<file path="config.mk">
export PLATFORM = sky130hd
export DESIGN_NAME = tlbs_search_flat
export DESIGN_NICKNAME = d
export VERILOG_FILES = /design/src/hdl/timestamp_lower_bound_search_unit_assert.svh /design/src/hdl/tlbs_pkg.sv /design/src/hdl/tlbs_req_if.sv /design/src/hdl/tlbs_search.sv /design/src/flat_wrapper.sv
export SDC_FILE = /design/constraint.sdc
export NUM_CORES = 1
export LEC_CHECK = 0
export BUFFER_PORTS_ARGS = -buffer_cell sky130_fd_sc_hd__buf_4
export CAP_MARGIN = 10
export CELL_PAD_IN_SITES_DETAIL_PLACEMENT = 0
export CELL_PAD_IN_SITES_GLOBAL_PLACEMENT = 1
export CORE_ASPECT_RATIO = 1.25
export CORE_MARGIN = 4
export CORE_UTILIZATION = 29
export CTS_BUF_LIST = sky130_fd_sc_hd__clkbuf_2
export CTS_CLUSTER_SIZE = 20
export DETAILED_ROUTE_END_ITERATION = 10
export PLACE_DENSITY_LB_ADDON = 0.2
export SYNTH_ARGS = -nofsm -noshare
export SYNTH_HDL_FRONTEND = slang
export SYNTH_SLANG_ARGS = --single-unit
</file>
<file path="constraint.sdc">
create_clock -name clk -period 7.42 [get_ports clk]
set_clock_uncertainty 0.05 [all_clocks]
set_input_delay 0.742 -clock clk [delete_from_list [all_inputs] [get_ports clk]]
set_output_delay 0.742 -clock clk [all_outputs]
set_load 0.05 [all_outputs]
</file>
<file path="src/hdl/timestamp_lower_bound_search_unit_assert.svh">
// assertion macros for the timestamp lower-bound search unit
// no dependencies; included by files that carry concurrent assertions
`ifndef TIMESTAMP_LOWER_BOUND_SEARCH_UNIT_ASSERT_SVH
`define TIMESTAMP_LOWER_BOUND_SEARCH_UNIT_ASSERT_SVH
`ifndef NO_ASSERTIONS
// same-cycle implication
`define TLBS_ASSERT_IMP(lbl, clk, rst_n, ante, cons, msg) \
    lbl: assert property (@(posedge clk) disable iff (!rst_n) (ante) |-> (cons)) \
        else $error(msg);
// next-cycle implication
`define TLBS_ASSERT_NXT(lbl, clk, rst_n, ante, cons, msg) \
    lbl: assert property (@(posedge clk) disable iff (!rst_n) (ante) |=> (cons)) \
        else $error(msg);
`else
`define TLBS_ASSERT_IMP(lbl, clk, rst_n, ante, cons, msg)
`define TLBS_ASSERT_NXT(lbl, clk, rst_n, ante, cons, msg)
`endif
`endif

</file>
<file path="src/hdl/tlbs_pkg.sv">
// shared types, constants and codes of the timestamp lower-bound search unit
// no dependencies
package tlbs_pkg;

    localparam int TABLE_DEPTH = 1024;
    localparam int ADDR_W      = $clog2(TABLE_DEPTH);
    localparam int CNT_W       = $clog2(TABLE_DEPTH + 1);
    localparam int TIME_W      = 32;
    localparam int IDX_W       = 10;
    localparam int STAT_W      = 2;

    localparam logic [STAT_W-1:0] STAT_OK    = 2'd0;
    localparam logic [STAT_W-1:0] STAT_EMPTY = 2'd1;
    localparam logic [STAT_W-1:0] STAT_FULL  = 2'd2;

    localparam logic REQ_APPEND = 1'b0;
    localparam logic REQ_QUERY  = 1'b1;

    typedef enum logic [1:0] {
        S_IDLE,
        S_SEARCH,
        S_FINISH
    } tlbs_state_t;

    typedef struct packed {
        logic [STAT_W-1:0] status;
        logic [IDX_W-1:0]  found_index;
    } tlbs_rsp_t;

    typedef struct packed {
        logic             we;
        logic [ADDR_W-1:0] waddr;
        logic [TIME_W-1:0] wdata;
        logic [ADDR_W-1:0] raddr;
    } tlbs_ram_cmd_t;

    typedef struct packed {
        logic             busy;
        logic [CNT_W-1:0] count;
    } tlbs_stat_t;

endpackage

</file>
<file path="src/hdl/tlbs_req_if.sv">
// request channel: append or query with a signed timestamp
// depends on tlbs_pkg
interface tlbs_req_if;
    import tlbs_pkg::*;

    logic                     valid;
    logic                     ready;
    logic                     req_type;
    logic signed [TIME_W-1:0] time_value;

    modport source (output valid, output req_type, output time_value, input ready);
    modport sink   (input valid, input req_type, input time_value, output ready);
endinterface

</file>
<file path="src/hdl/tlbs_search.sv">
// request sequencer: appends, and binary search over the sample ram
// depends on tlbs_pkg and tlbs_req_if
module tlbs_search (
    input  logic                         clk,
    input  logic                         rst_n,
    tlbs_req_if.sink                     req,
    input  logic                         rsp_ok,
    output logic                         done,
    output tlbs_pkg::tlbs_rsp_t          result,
    output tlbs_pkg::tlbs_ram_cmd_t      ram_cmd,
    input  logic [tlbs_pkg::TIME_W-1:0]  ram_rdata,
    output tlbs_pkg::tlbs_stat_t         stat
);
    import tlbs_pkg::*;

    tlbs_state_t              state_reg, state_next;
    logic [CNT_W-1:0]         count_reg, count_next;
    logic signed [TIME_W-1:0] last_reg, last_next;
    logic signed [TIME_W-1:0] key_reg, key_next;
    logic [CNT_W-1:0]         lo_reg, lo_next;
    logic [CNT_W-1:0]         hi_reg, hi_next;
    logic [CNT_W-1:0]         mid_reg, mid_next;
    tlbs_rsp_t                res_reg, res_next;

    logic                     accept;
    logic                     less;
    logic signed [TIME_W-1:0] app_value;
    logic [CNT_W-1:0]         lo_step, hi_step, pick;

    always_ff @(posedge clk or negedge rst_n)
    begin
        if (!rst_n)
        begin
            state_reg <= S_IDLE;
            count_reg <= '0;
        end
        else
        begin
            state_reg <= state_next;
            count_reg <= count_next;
        end
    end

    always_ff @(posedge clk)
    begin
        last_reg <= last_next;
        key_reg  <= key_next;
        lo_reg   <= lo_next;
        hi_reg   <= hi_next;
        mid_reg  <= mid_next;
        res_reg  <= res_next;
    end

    assign req.ready = (state_reg == S_IDLE) && rsp_ok;
    assign accept    = req.valid && req.ready;

    // out-of-order appends are clamped to the last stored time
    assign app_value = ((count_reg != '0) && (req.time_value < last_reg)) ?
                       last_reg : req.time_value;

    // one halving step on the word read last cycle
    assign less    = $signed(ram_rdata) < key_reg;
    assign lo_step = less ? (mid_reg + CNT_W'(1)) : lo_reg;
    assign hi_step = less ? hi_reg : mid_reg;
    assign pick    = (lo_step == count_reg) ? (count_reg - CNT_W'(1)) : lo_step;

    always_comb
    begin
        state_next    = state_reg;
        count_next    = count_reg;
        last_next     = last_reg;
        key_next      = key_reg;
        lo_next       = lo_reg;
        hi_next       = hi_reg;
        mid_next      = mid_reg;
        res_next      = res_reg;
        done          = 1'b0;
        result        = res_reg;
        ram_cmd.we    = 1'b0;
        ram_cmd.waddr = count_reg[ADDR_W-1:0];
        ram_cmd.wdata = app_value;
        ram_cmd.raddr = mid_reg[ADDR_W-1:0];

        case (state_reg)
            S_IDLE:
            begin
                if (accept)
                begin
                    if (req.req_type == REQ_APPEND)
                    begin
                        done               = 1'b1;
                        result.found_index = '0;
                        if (count_reg == CNT_W'(TABLE_DEPTH))
                        begin
                            result.status = STAT_FULL;
                        end
                        else
                        begin
                            result.status = STAT_OK;
                            ram_cmd.we    = 1'b1;
                            count_next    = count_reg + CNT_W'(1);
                            last_next     = app_value;
                        end
                    end
                    else if (count_reg == '0)
                    begin
                        done               = 1'b1;
                        result.status      = STAT_EMPTY;
                        result.found_index = '0;
                    end
                    else
                    begin
                        key_next      = req.time_value;
                        lo_next       = '0;
                        hi_next       = count_reg;
                        mid_next      = count_reg >> 1;
                        ram_cmd.raddr = mid_next[ADDR_W-1:0];
                        state_next    = S_SEARCH;
                    end
                end
            end
            S_SEARCH:
            begin
                lo_next = lo_step;
                hi_next = hi_step;
                if (lo_step < hi_step)
                begin
                    mid_next      = lo_step + ((hi_step - lo_step) >> 1);
                    ram_cmd.raddr = mid_next[ADDR_W-1:0];
                end
                else
                begin
                    res_next.status      = STAT_OK;
                    res_next.found_index = IDX_W'(pick);
                    state_next           = S_FINISH;
                end
            end
            S_FINISH:
            begin
                if (rsp_ok)
                begin
                    done       = 1'b1;
                    state_next = S_IDLE;
                end
            end
            default:
            begin
                state_next = S_IDLE;
            end
        endcase
    end

    assign stat.busy  = (state_reg != S_IDLE);
    assign stat.count = count_reg;
endmodule

</file>
<file path="src/flat_wrapper.sv">
// flat-port wrapper written by rule: the top's interface ports become plain ports
module tlbs_search_flat import tlbs_pkg::*;
  (clk, rst_n, rsp_ok, done, result, ram_cmd, ram_rdata, stat, req_valid, req_req_type, req_time_value, req_ready);
  tlbs_req_if req_i ();
  input  logic clk;
  input  logic rst_n;
  input  logic rsp_ok;
  output logic done;
  output tlbs_pkg::tlbs_rsp_t result;
  output tlbs_pkg::tlbs_ram_cmd_t ram_cmd;
  input  logic [tlbs_pkg::TIME_W-1:0] ram_rdata;
  output tlbs_pkg::tlbs_stat_t stat;
  input wire logic [$bits(req_i.valid)-1:0] req_valid;
  input wire logic [$bits(req_i.req_type)-1:0] req_req_type;
  input wire logic [$bits(req_i.time_value)-1:0] req_time_value;
  output wire logic [$bits(req_i.ready)-1:0] req_ready;
  assign req_i.valid = req_valid;
  assign req_i.req_type = req_req_type;
  assign req_i.time_value = req_time_value;
  assign req_ready = req_i.ready;
  tlbs_search u_core (.clk(clk), .rst_n(rst_n), .req(req_i), .rsp_ok(rsp_ok), .done(done), .result(result), .ram_cmd(ram_cmd), .ram_rdata(ram_rdata), .stat(stat));
endmodule
</file>
Word level (Yosys, flattened, before mapping)

Index checks and enable logic that the tools add are counted.

Reduce and logical (&&, ||, !) cells: 14
$lt $le $gt $ge: 3
Bitwise gates (word level): 4
Add/sub/neg operators: 5
Equal/unequal tests: 10
Mux-type cells: 42

Operator list:

| operator                                                                 | number |
|---|---|
| 11-bit 2-to-1 mux                                                        | 13 |
| 11-bit one-hot mux with 2 select lines                                   | 3 |
| 32-bit less-than comparator                                              | 2 |
| 10-bit 2-to-1 mux                                                        | 5 |
| 12-bit 2-to-1 mux                                                        | 3 |
| 32-bit 2-to-1 mux                                                        | 1 |
| 11-bit by 1-bit adder with 11-bit output (second input constant)         | 2 |
| 10-bit one-hot mux with 2 select lines                                   | 1 |
| 2-bit 2-to-1 mux                                                         | 6 |
| 4-bit AND reduction                                                      | 3 |
| 11-bit by 10-bit adder with 11-bit output                                | 1 |
| 11-bit == test                                                           | 1 |
| 11-bit == test (second input constant)                                   | 1 |
| 11-bit zero test                                                         | 1 |
| 11-bit less-than comparator                                              | 1 |
| 11-bit nonzero test                                                      | 1 |
| 11-bit subtractor                                                        | 1 |
| 5-bit AND reduction                                                      | 2 |
| 10-bit by 1-bit subtractor with 10-bit output (second input constant)    | 1 |
| 1-bit 2-to-1 mux                                                         | 8 |
| 2-bit inequality test (second input constant)                            | 4 |
| 2-bit one-hot mux with 3 select lines                                    | 1 |
| 2-bit by 1-bit inequality test with 1-bit output (second input constant) | 2 |
| 1-bit NOT                                                                | 4 |
| other kinds (7)                                                          | 10 |

Register bits: 120
Logic and storage cells: 86
Input bits: 69
Output and inout bits: 79

Depth between registers and ports, before layout

Gate-level depths: netlist of the first run.

Depth in word-level cells: 6
Depth in mapped cells: 27
Depth with buffers taken out: 26

Worst setup path before layout of the first run

Ideal clock, no wire load.

Kind: input port to output port
Start: in ram_rdata[14] (netlist name)
End: out ram_cmd[8] (netlist name)
Stages on the path: 23
Path slack: 0.120 ns
Path buffers: 2
Required time: 6.628 ns
Arrival time: 6.508 ns
Cell sequence: ha_1 > nand4_1 > or4_1 > o32ai_1 > o31ai_1 > and3_4 > nor2_4 > buf_2 > buf_1 > mux2i_1 > ha_1 > fa_1 > o31ai_2 > a21oi_1 > o21bai_1 > xor2_1 > ha_1 > a21oi_1 > nor2b_1 > o21ai_0 > o311ai_4 > xnor2_1 > a221oi_2

RTL lines:

| element         | RTL line           | text |
|---|---|---|
| start, declared | flat_wrapper.sv:11 | `input logic [tlbs_pkg::TIME_W-1:0] ram_rdata;` |
| end, declared   | flat_wrapper.sv:10 | `output tlbs_pkg::tlbs_ram_cmd_t ram_cmd;` |

==> key figures, run 1 <==
GRT
  – First-pass GRT wire length: 39800 um
  – Total gr overflow: 0
  – Vias in the first global route: 6876
  – Largest net degree at the start of global routing: 40
  – Tot GR Track Use: between 10% and 20%
  – Number of antenna violations at the first check in global routing: 1

Power
  – Leakage: ~4.8 nW
  – Max VDD drop: 329 uV
  – Pwr Density: 418 nW/um^2

Timing
  – Final Cycle Share: 94.8%
  – Max Clk Rate: 142 MHz
  – Count of final max-slew check failures: 0
  – Setup tns final: 0 ns
  – Least-Margin Pin Slew: 1.19 ns
  – Clock period minus worst slack: 7.04 ns
  – Setup violators final: 0
  – Hold Violations, Final: 0
  – Max_slew headroom: 20.0%

Critical path
  – CP Capture Type: primary output
  – Setup CP Type: flop to primary output
  – CP Max Fanout: 12
  – Worst EP required: 6.63 ns
  – Critical Path AT: 6.25 ns
  – CP Launch Type: flop

Floorplan
  – Die H: 201 um
  – Initial Utilization: 29.5%
  – FP Rows: 70
  – Core Region: 29300 sq um
  – Die Width: 162 um
  – I/O pin count: 148
  – Die Area: approximately 33000 sq um

Synthesis
  – #FFs+latches synth: 120
  – Compound-Gate Fraction of Synth Area: between 10% and 20%
  – Synth Area in Adders: between 10% and 20%
  – Average cell area after synthesis: 9.93 sq um
  – Synth cell types: 78
  – Asr flop ratio synth: between 10% and 20%
  – Simple-gate share of the synthesized area: 13.2%
  – Largest family of logic cells by synthesized area: compound AO/OA/AOI/OAI gates
  – Most common flop cell mapped by yosys: edfxtp_1
  – Synth warn: 0
  – Syn nets: 1023
  – Mux share of post-synthesis cell area: ~5.1%
  – Mapped Area: 8620 sq um
  – Register area share after synthesis: 41.1%
  – Cells after synthesis: a little under 900
  – Xor and xnor area share after synthesis: 6.49%
  – EDFF count, synth: approximately 110

Clock tree
  – H-Tree Depth: 4
  – CTS sink count: 120
  – Max clock buf depth: 2
  – Clock-pin slew on the worst setup and hold paths: 0.23 ns
  – Clock Latency Late Sink: 0.75 ns
  – TritonCTS Buffers: 17
  – Root Buffer: clkbuf_2
  – CTS tree: done

Placed design
  – Dpl hpwl: roughly 20000 um
  – RePlAce Congestion: roughly 0.8
  – IO buf count: 147

Routing
  – DRT Pass-1 Iters: 5
  – DR WL/cell: about 18 um
  – Drt initial violations: 291
  – Via Count: between 6000 and 7000
  – Post-route ant nets: 0
  – Routed WL: 26000 um
  – Post-route DRC: 0
  – Vias per cell: 4.73

Layout
  – Final core occ: 37.3%
  – Nets: 1192
  – # fillers: 3019
  – Layout cell share with drive strength beyond 1: 29.5%
  – Layout area overhead: 26.6%

Outcome
  – Status: finished clean

Run
  – Max Cap Viol: 0

Min path
  – Worst hold path class: input port to flop
-- area by class of cell --
cell class | instances | area [sq um] | share of cell area (%)
antenna | 1 | 2.50 | 0.0229
clock buffer | 19 | 95.1 | 0.872
clock inverter | 13 | 173 | 1.58
inverter | 100 | 375 | 3.44
multi-input combinational | 606 | 4730 | 43.3
sequential | 120 | 3540 | 32.4
tap | 396 | 495 | 4.54
timing repair buffer | 192 | 1500 | 13.8
-- path summary, 6_finish.rpt --
path | endpoint | cells after the start | slack [ns] | start
min in group asynchronous | u_core.state_reg[0]$_DFFE_PN0P_ | 2 | 0.30 | rst_n
worst min register to register | u_core.last_reg[21]$_DFFE_PP_ | 1 | 0.58 | u_core.last_reg[21]$_DFFE_PP_
worst max register to register | u_core.mid_reg[10]$_SDFFCE_PN0P_ | 24 | 1.86 | u_core.key_reg[10]$_DFFE_PP_
max in group asynchronous | u_core.count_reg[4]$_DFFE_PN0P_ | 2 | 6.81 | rst_n
worst min-delay path | u_core.key_reg[16]$_DFFE_PP_ | 1 | 0.13 | req_time_value[16]
worst max-delay path | ram_cmd[2] | 21 | 0.38 | u_core.key_reg[10]$_DFFE_PP_
-- per-layer routing --
layer  GRT usage [%]  part of all wire (%)  up-vias  wire (um)
li1                -                     -     3423          -
met1            18.8                    42     3276      11000
met2            28.7                    53      132      13700
met3            3.10                   3.8       16        976
met4            4.20                   1.3        0        325
met5               0                     0        -          0
-- worst max-delay path, stage by stage, from the launching register on --
cell,delay (ns)
edfxtp_1,0.38
inv_1,0.05
ha_1,0.28
nand4_1,0.14
or4_4,0.50
o32ai_2,0.29
o31ai_4,0.13
and3_4,0.21
nor2_4,0.14
buf_12,0.16
buf_12,0.14
mux2_2,0.39
ha_4,0.31
o21a_1,0.12
o21a_1,0.17
a41oi_2,0.17
o31a_1,0.37
a211oi_4,0.34
nor2_2,0.08
or2_4,0.27
a222oi_1,0.56
buf_4,0.30
-- what timing repair did --
item / 4_1_cts / 5_1_grt
gates cloned: 0 / 1
pin swaps: 7 / 23
resized for setup: 16 / 36
endpoints found under the setup margin: 7 / 10
setup buffers: 4 / 8
hold buffers: 1 / 4
endpoints found under the hold margin: 13 / 4
-- synthesized netlist by cell type, types with 14 or more instances --
cell type  instances  area share (%)
a21oi_1           50             2.9
nand2_1           84             3.7
a21o_1            20             1.7
mux2_2            33             4.3
ha_1              84              12
xnor2_1           45             4.6
edfxtp_1         107              37
nor2_1            58             2.5
o21ai_1           14            0.81
clkbuf_1          23             1.0
xor2_1            17             1.7
o21ai_0           24             1.4
nand4_1           15             1.1
inv_1             99             4.3
-- cell families (layout without fill, tap and decap cells) --
kind of cell	count (synthesis)	after routing
AO/OA/AOI/OAI	181	181
XOR/XNOR	63	63
adder cells (fa/ha/maj)	86	86
buffers and inverters	142	324
flip-flops	120	120
multiplexers	38	38
other	0	1
AND/OR/NAND/NOR	238	238
-- metrics by stage --
step / instance area [sq um] / total power, mW / worst slack (ns) / hold WS [ns] / std cells
6_report: 10900 / 4.56 / 0.383 / 0.134 / 1447
5_1_grt: 10900 / 4.89 / -0.0140 / 0.000827 / 1447
4_1_cts: 10600 / 4.47 / 0.000989 / 0.00541 / 1434
3_5_place_dp: 10200 / 3.87 / 0.179 / 0.540 / 1397
3_3_place_gp: 10200 / 3.88 / 0.165 / 0.534 / 1397
2_1_floorplan: 8620 / 3.03 / 0.120 / 0.396 / 868
-- cells in the final DEF (no fill, tap or decap), types with 9 or more instances in the layout --
master,count
and2_1,13
mux2_2,32
nand3_1,13
ha_1,76
xor2_1,17
buf_4,182
nand2b_1,9
inv_1,98
xnor2_1,43
dfrtp_1,13
edfxtp_1,107
a21o_1,20
nand4_1,15
a21oi_1,45
o21ai_0,21
o21ai_1,13
nor3_1,11
nand2_1,84
clkbuf_2,19
nor2_1,56
-- power by group --
| part | switching [mW] | internal (mW) |
|---|---|---|
| clock network | 0.288 | 0.195 |
| registers | 0.118 | 0.910 |
| logic | 1.88 | 1.17 |
| total | 2.28 | 2.28 |
(Power assumes the default switching activity.)
==> run 2, diff against run 1 <==
ABC_AREA = 1   (was not set)
CORE_ASPECT_RATIO = not set   (was 1.25)
==> key figures, run 2 <==
Outcome
  – Status: finished clean

Routing
  – Post-route ant nets: 0
  – DR WL/cell: 16.1 um
  – Vias per cell: between 4 and 5
  – Post-route DRC: 0
  – Via Count: around 7300
  – DRT Pass-1 Iters: 5
  – Routed WL: roughly 25000 um
  – Drt initial violations: 340

Synthesis
  – Top-area cell type share of the netlist area: 37.3%
  – Asr flop ratio synth: 10.8%
  – Mapped Area: 8610 sq um
  – Synth cell types: 48
  – Most area-hungry cell type in the Yosys netlist: edfxtp_1
  – Commonest cells post-synth: nand2_1 (217), inv_1 (157), edfxtp_1 (107)
  – Most numerous cell in the Yosys netlist: nand2_1
  – Syn nets: between 1000 and 1500
  – Average cell area after synthesis: between 8 and 9 sq um
  – Cells after synthesis: 1041
  – Most common flop cell mapped by yosys: edfxtp_1
  – EDFF count, synth: 107
  – #FFs+latches synth: 120
  – Register area share after synthesis: 41.1%
  – Synth warn: 0
  – Top post-synthesis cells by area: edfxtp_1 (37%), ha_1 (12%), nand2_1 (9.5%)

Timing
  – Clock period minus worst slack: about 6.6 ns
  – Setup violators final: 0
  – Final Cycle Share: 89.6%
  – Max_slew headroom: 28.4%
  – Unrepaired setup endpoints after global routing: false
  – Setup tns final: 0 ns
  – Least-Margin Pin Slew: 1.07 ns
  – Max Clk Rate: 150 MHz
  – Count of final max-slew check failures: 0
  – Hold Violations, Final: 0

Floorplan
  – Die Area: 32500 sq um
  – Die Width: between 150 and 200 um
  – FP Rows: 62
  – Initial Utilization: 29.7%
  – Die H: 180 um
  – I/O pin count: 148
  – Core Region: 29000 sq um

Critical path
  – Worst-case reg-to-reg path depth: 33
  – Cell count along the critical path: 32
  – Reg2Reg Setup Slack: roughly 1.9 ns
  – CP Capture Type: primary output
  – Slowest cell on the critical path: fa_1
  – Most used cell, CP: nand2_1
  – FF-to-FF End: u_core.mid_reg[10]$_SDFFCE_PN0P_
  – Critical Path AT: 5.85 ns
  – CP Max Fanout: 35
  – Worst EP required: approximately 6.6 ns
  – Worst Setup SP: u_core.key_reg[5]$_DFFE_PP_
  – CP Launch Type: flop
  – Setup crit end: ram_cmd[9]
  – Worst Path Buf+Inv: 5
  – Crit-path leading delay family: simple AND/OR/NAND/NOR gates
  – R2r startpoint: u_core.key_reg[5]$_DFFE_PP_
  – Setup CP Type: flop to primary output
  – Largest stage delay, worst path: 0.41 ns

GRT
  – Largest net degree at the start of global routing: 65
  – Tot GR Track Use: between 15 and 20%
  – Vias in the first global route: 7252
  – Number of antenna violations at the first check in global routing: 1
  – First-pass GRT wire length: 40200 um
  – Total gr overflow: 0

Power
  – Max VDD drop: 124 uV
  – Leakage: 4.88 nW
  – Pwr Density: approximately 430 nW/um^2

Placed design
  – Dpl hpwl: 20100 um
  – IO buf count: 147
  – RePlAce Congestion: 0.829

Clock tree
  – Setup bufs post-CTS: 0
  – Clock Latency Late Sink: 0.71 ns
  – CTS sink count: 120
  – H-Tree Depth: 4
  – Max clock buf depth: 2
  – Clock-pin slew on the worst setup and hold paths: roughly 0.24 ns
  – CTS tree: done
  – TritonCTS Buffers: 17
  – Root Buffer: clkbuf_2
  – PostCTS Resize Cnt: 0

Layout
  – Commonest non-fill, non-tap cell in the layout: nand2_1
  – Nets: between 1000 and 1500
  – Layout cell share with drive strength beyond 1: 19.1%
  – Final core occ: 35.6%
  – Layout area overhead: 19.8%
  – Most frequent cells in the layout: nand2_1 (216), inv_1 (157), buf_4 (155), edfxtp_1 (107), ha_1 (84)

Min path
  – Worst hold path class: input port to flop
  – Cells on Worst Hold Path: 1

Run
  – Max Cap Viol: 0
==> run 2: changes by cell type after synthesis, moves of 33 or more <==
cell	change
o21ai_0	+56
mux2_2	-33
inv_1	+58
nand3_1	+58
nand2_1	+133
xnor2_1	-42
==> run 2: area by class of cell <==
class	instances	area [sq um]
multi-input combinational	724	4290
fill	3161	18700
sequential	120	3540
clock inverter	14	139
clock buffer	18	90.1
timing repair buffer	156	1170
antenna	1	2.50
tap	384	480
inverter	162	608
==> run 2: how the worst min path moves through the flow <==
stage	from	slack, ns	endpoint
5_1_grt	req_time_value[14]	0.05	u_core.key_reg[14]$_DFFE_PP_
3_5_place_dp	u_core.state_reg[0]$_DFFE_PN0P_	0.45	u_core.state_reg[1]$_DFFE_PN0P_
4_1_cts	req_time_value[14]	0.06	u_core.key_reg[14]$_DFFE_PP_
6_report	req_time_value[14]	0.16	u_core.key_reg[14]$_DFFE_PP_
3_3_place_gp	u_core.state_reg[0]$_DFFE_PN0P_	0.45	u_core.state_reg[1]$_DFFE_PN0P_
2_1_floorplan	rst_n	0.40	u_core.count_reg[0]$_DFFE_PN0P_
==> run 2: cell families (layout without fill, tap and decap cells) <==
kind of cell    Yosys count  count (layout)  share of synthesized area (%)
fa+ha+maj                86              86                           12.7
simple gates            420             420                           21.5
buf+inv                 197             350                           9.31
xor+xnor                 35              35                           3.56
flops                   120             120                           41.1
compound gates          183             183                           11.8
other cells               0               1                              0
==> run 2: layer usage <==
metal | track usage, % | up-vias | part of all wire (%)
li1 | - | 3764 | -
met1 | 20.3 | 3354 | 46
met2 | 26.1 | 155 | 47
met3 | 4.62 | 14 | 6.0
met4 | 2.81 | 0 | 1.0
met5 | 0 | - | 0
==> run 2: report_power, final <==
| group | internal, mW | switching, mW | total, mW |
|---|---|---|---|
| clock network | 0.130 | 0.295 | 0.425 |
| logic | 0.926 | 2.06 | 2.99 |
| registers | 0.942 | 0.121 | 1.06 |
==> run 2: repair_timing <==
| item | CTS | global route |
|---|---|---|
| hold buffers | 1 | 0 |
| endpoints found under the hold margin | 13 | 0 |
| endpoints found under the setup margin | 0 | 0 |
==> run 2: per-stage QoR <==
step	hold slack (ns)	instances	total power, mW	instance area, sq um	worst slack (ns)
floorplan	0.396	1041	3.25	8610	1.45
global placement	0.449	1545	4.10	10100	1.08
detailed placement	0.452	1545	4.08	10100	0.992
CTS	0.0639	1578	4.52	10300	0.656
global route	0.0498	1579	4.88	10300	0.0729
finish	0.161	1579	4.48	10300	0.774
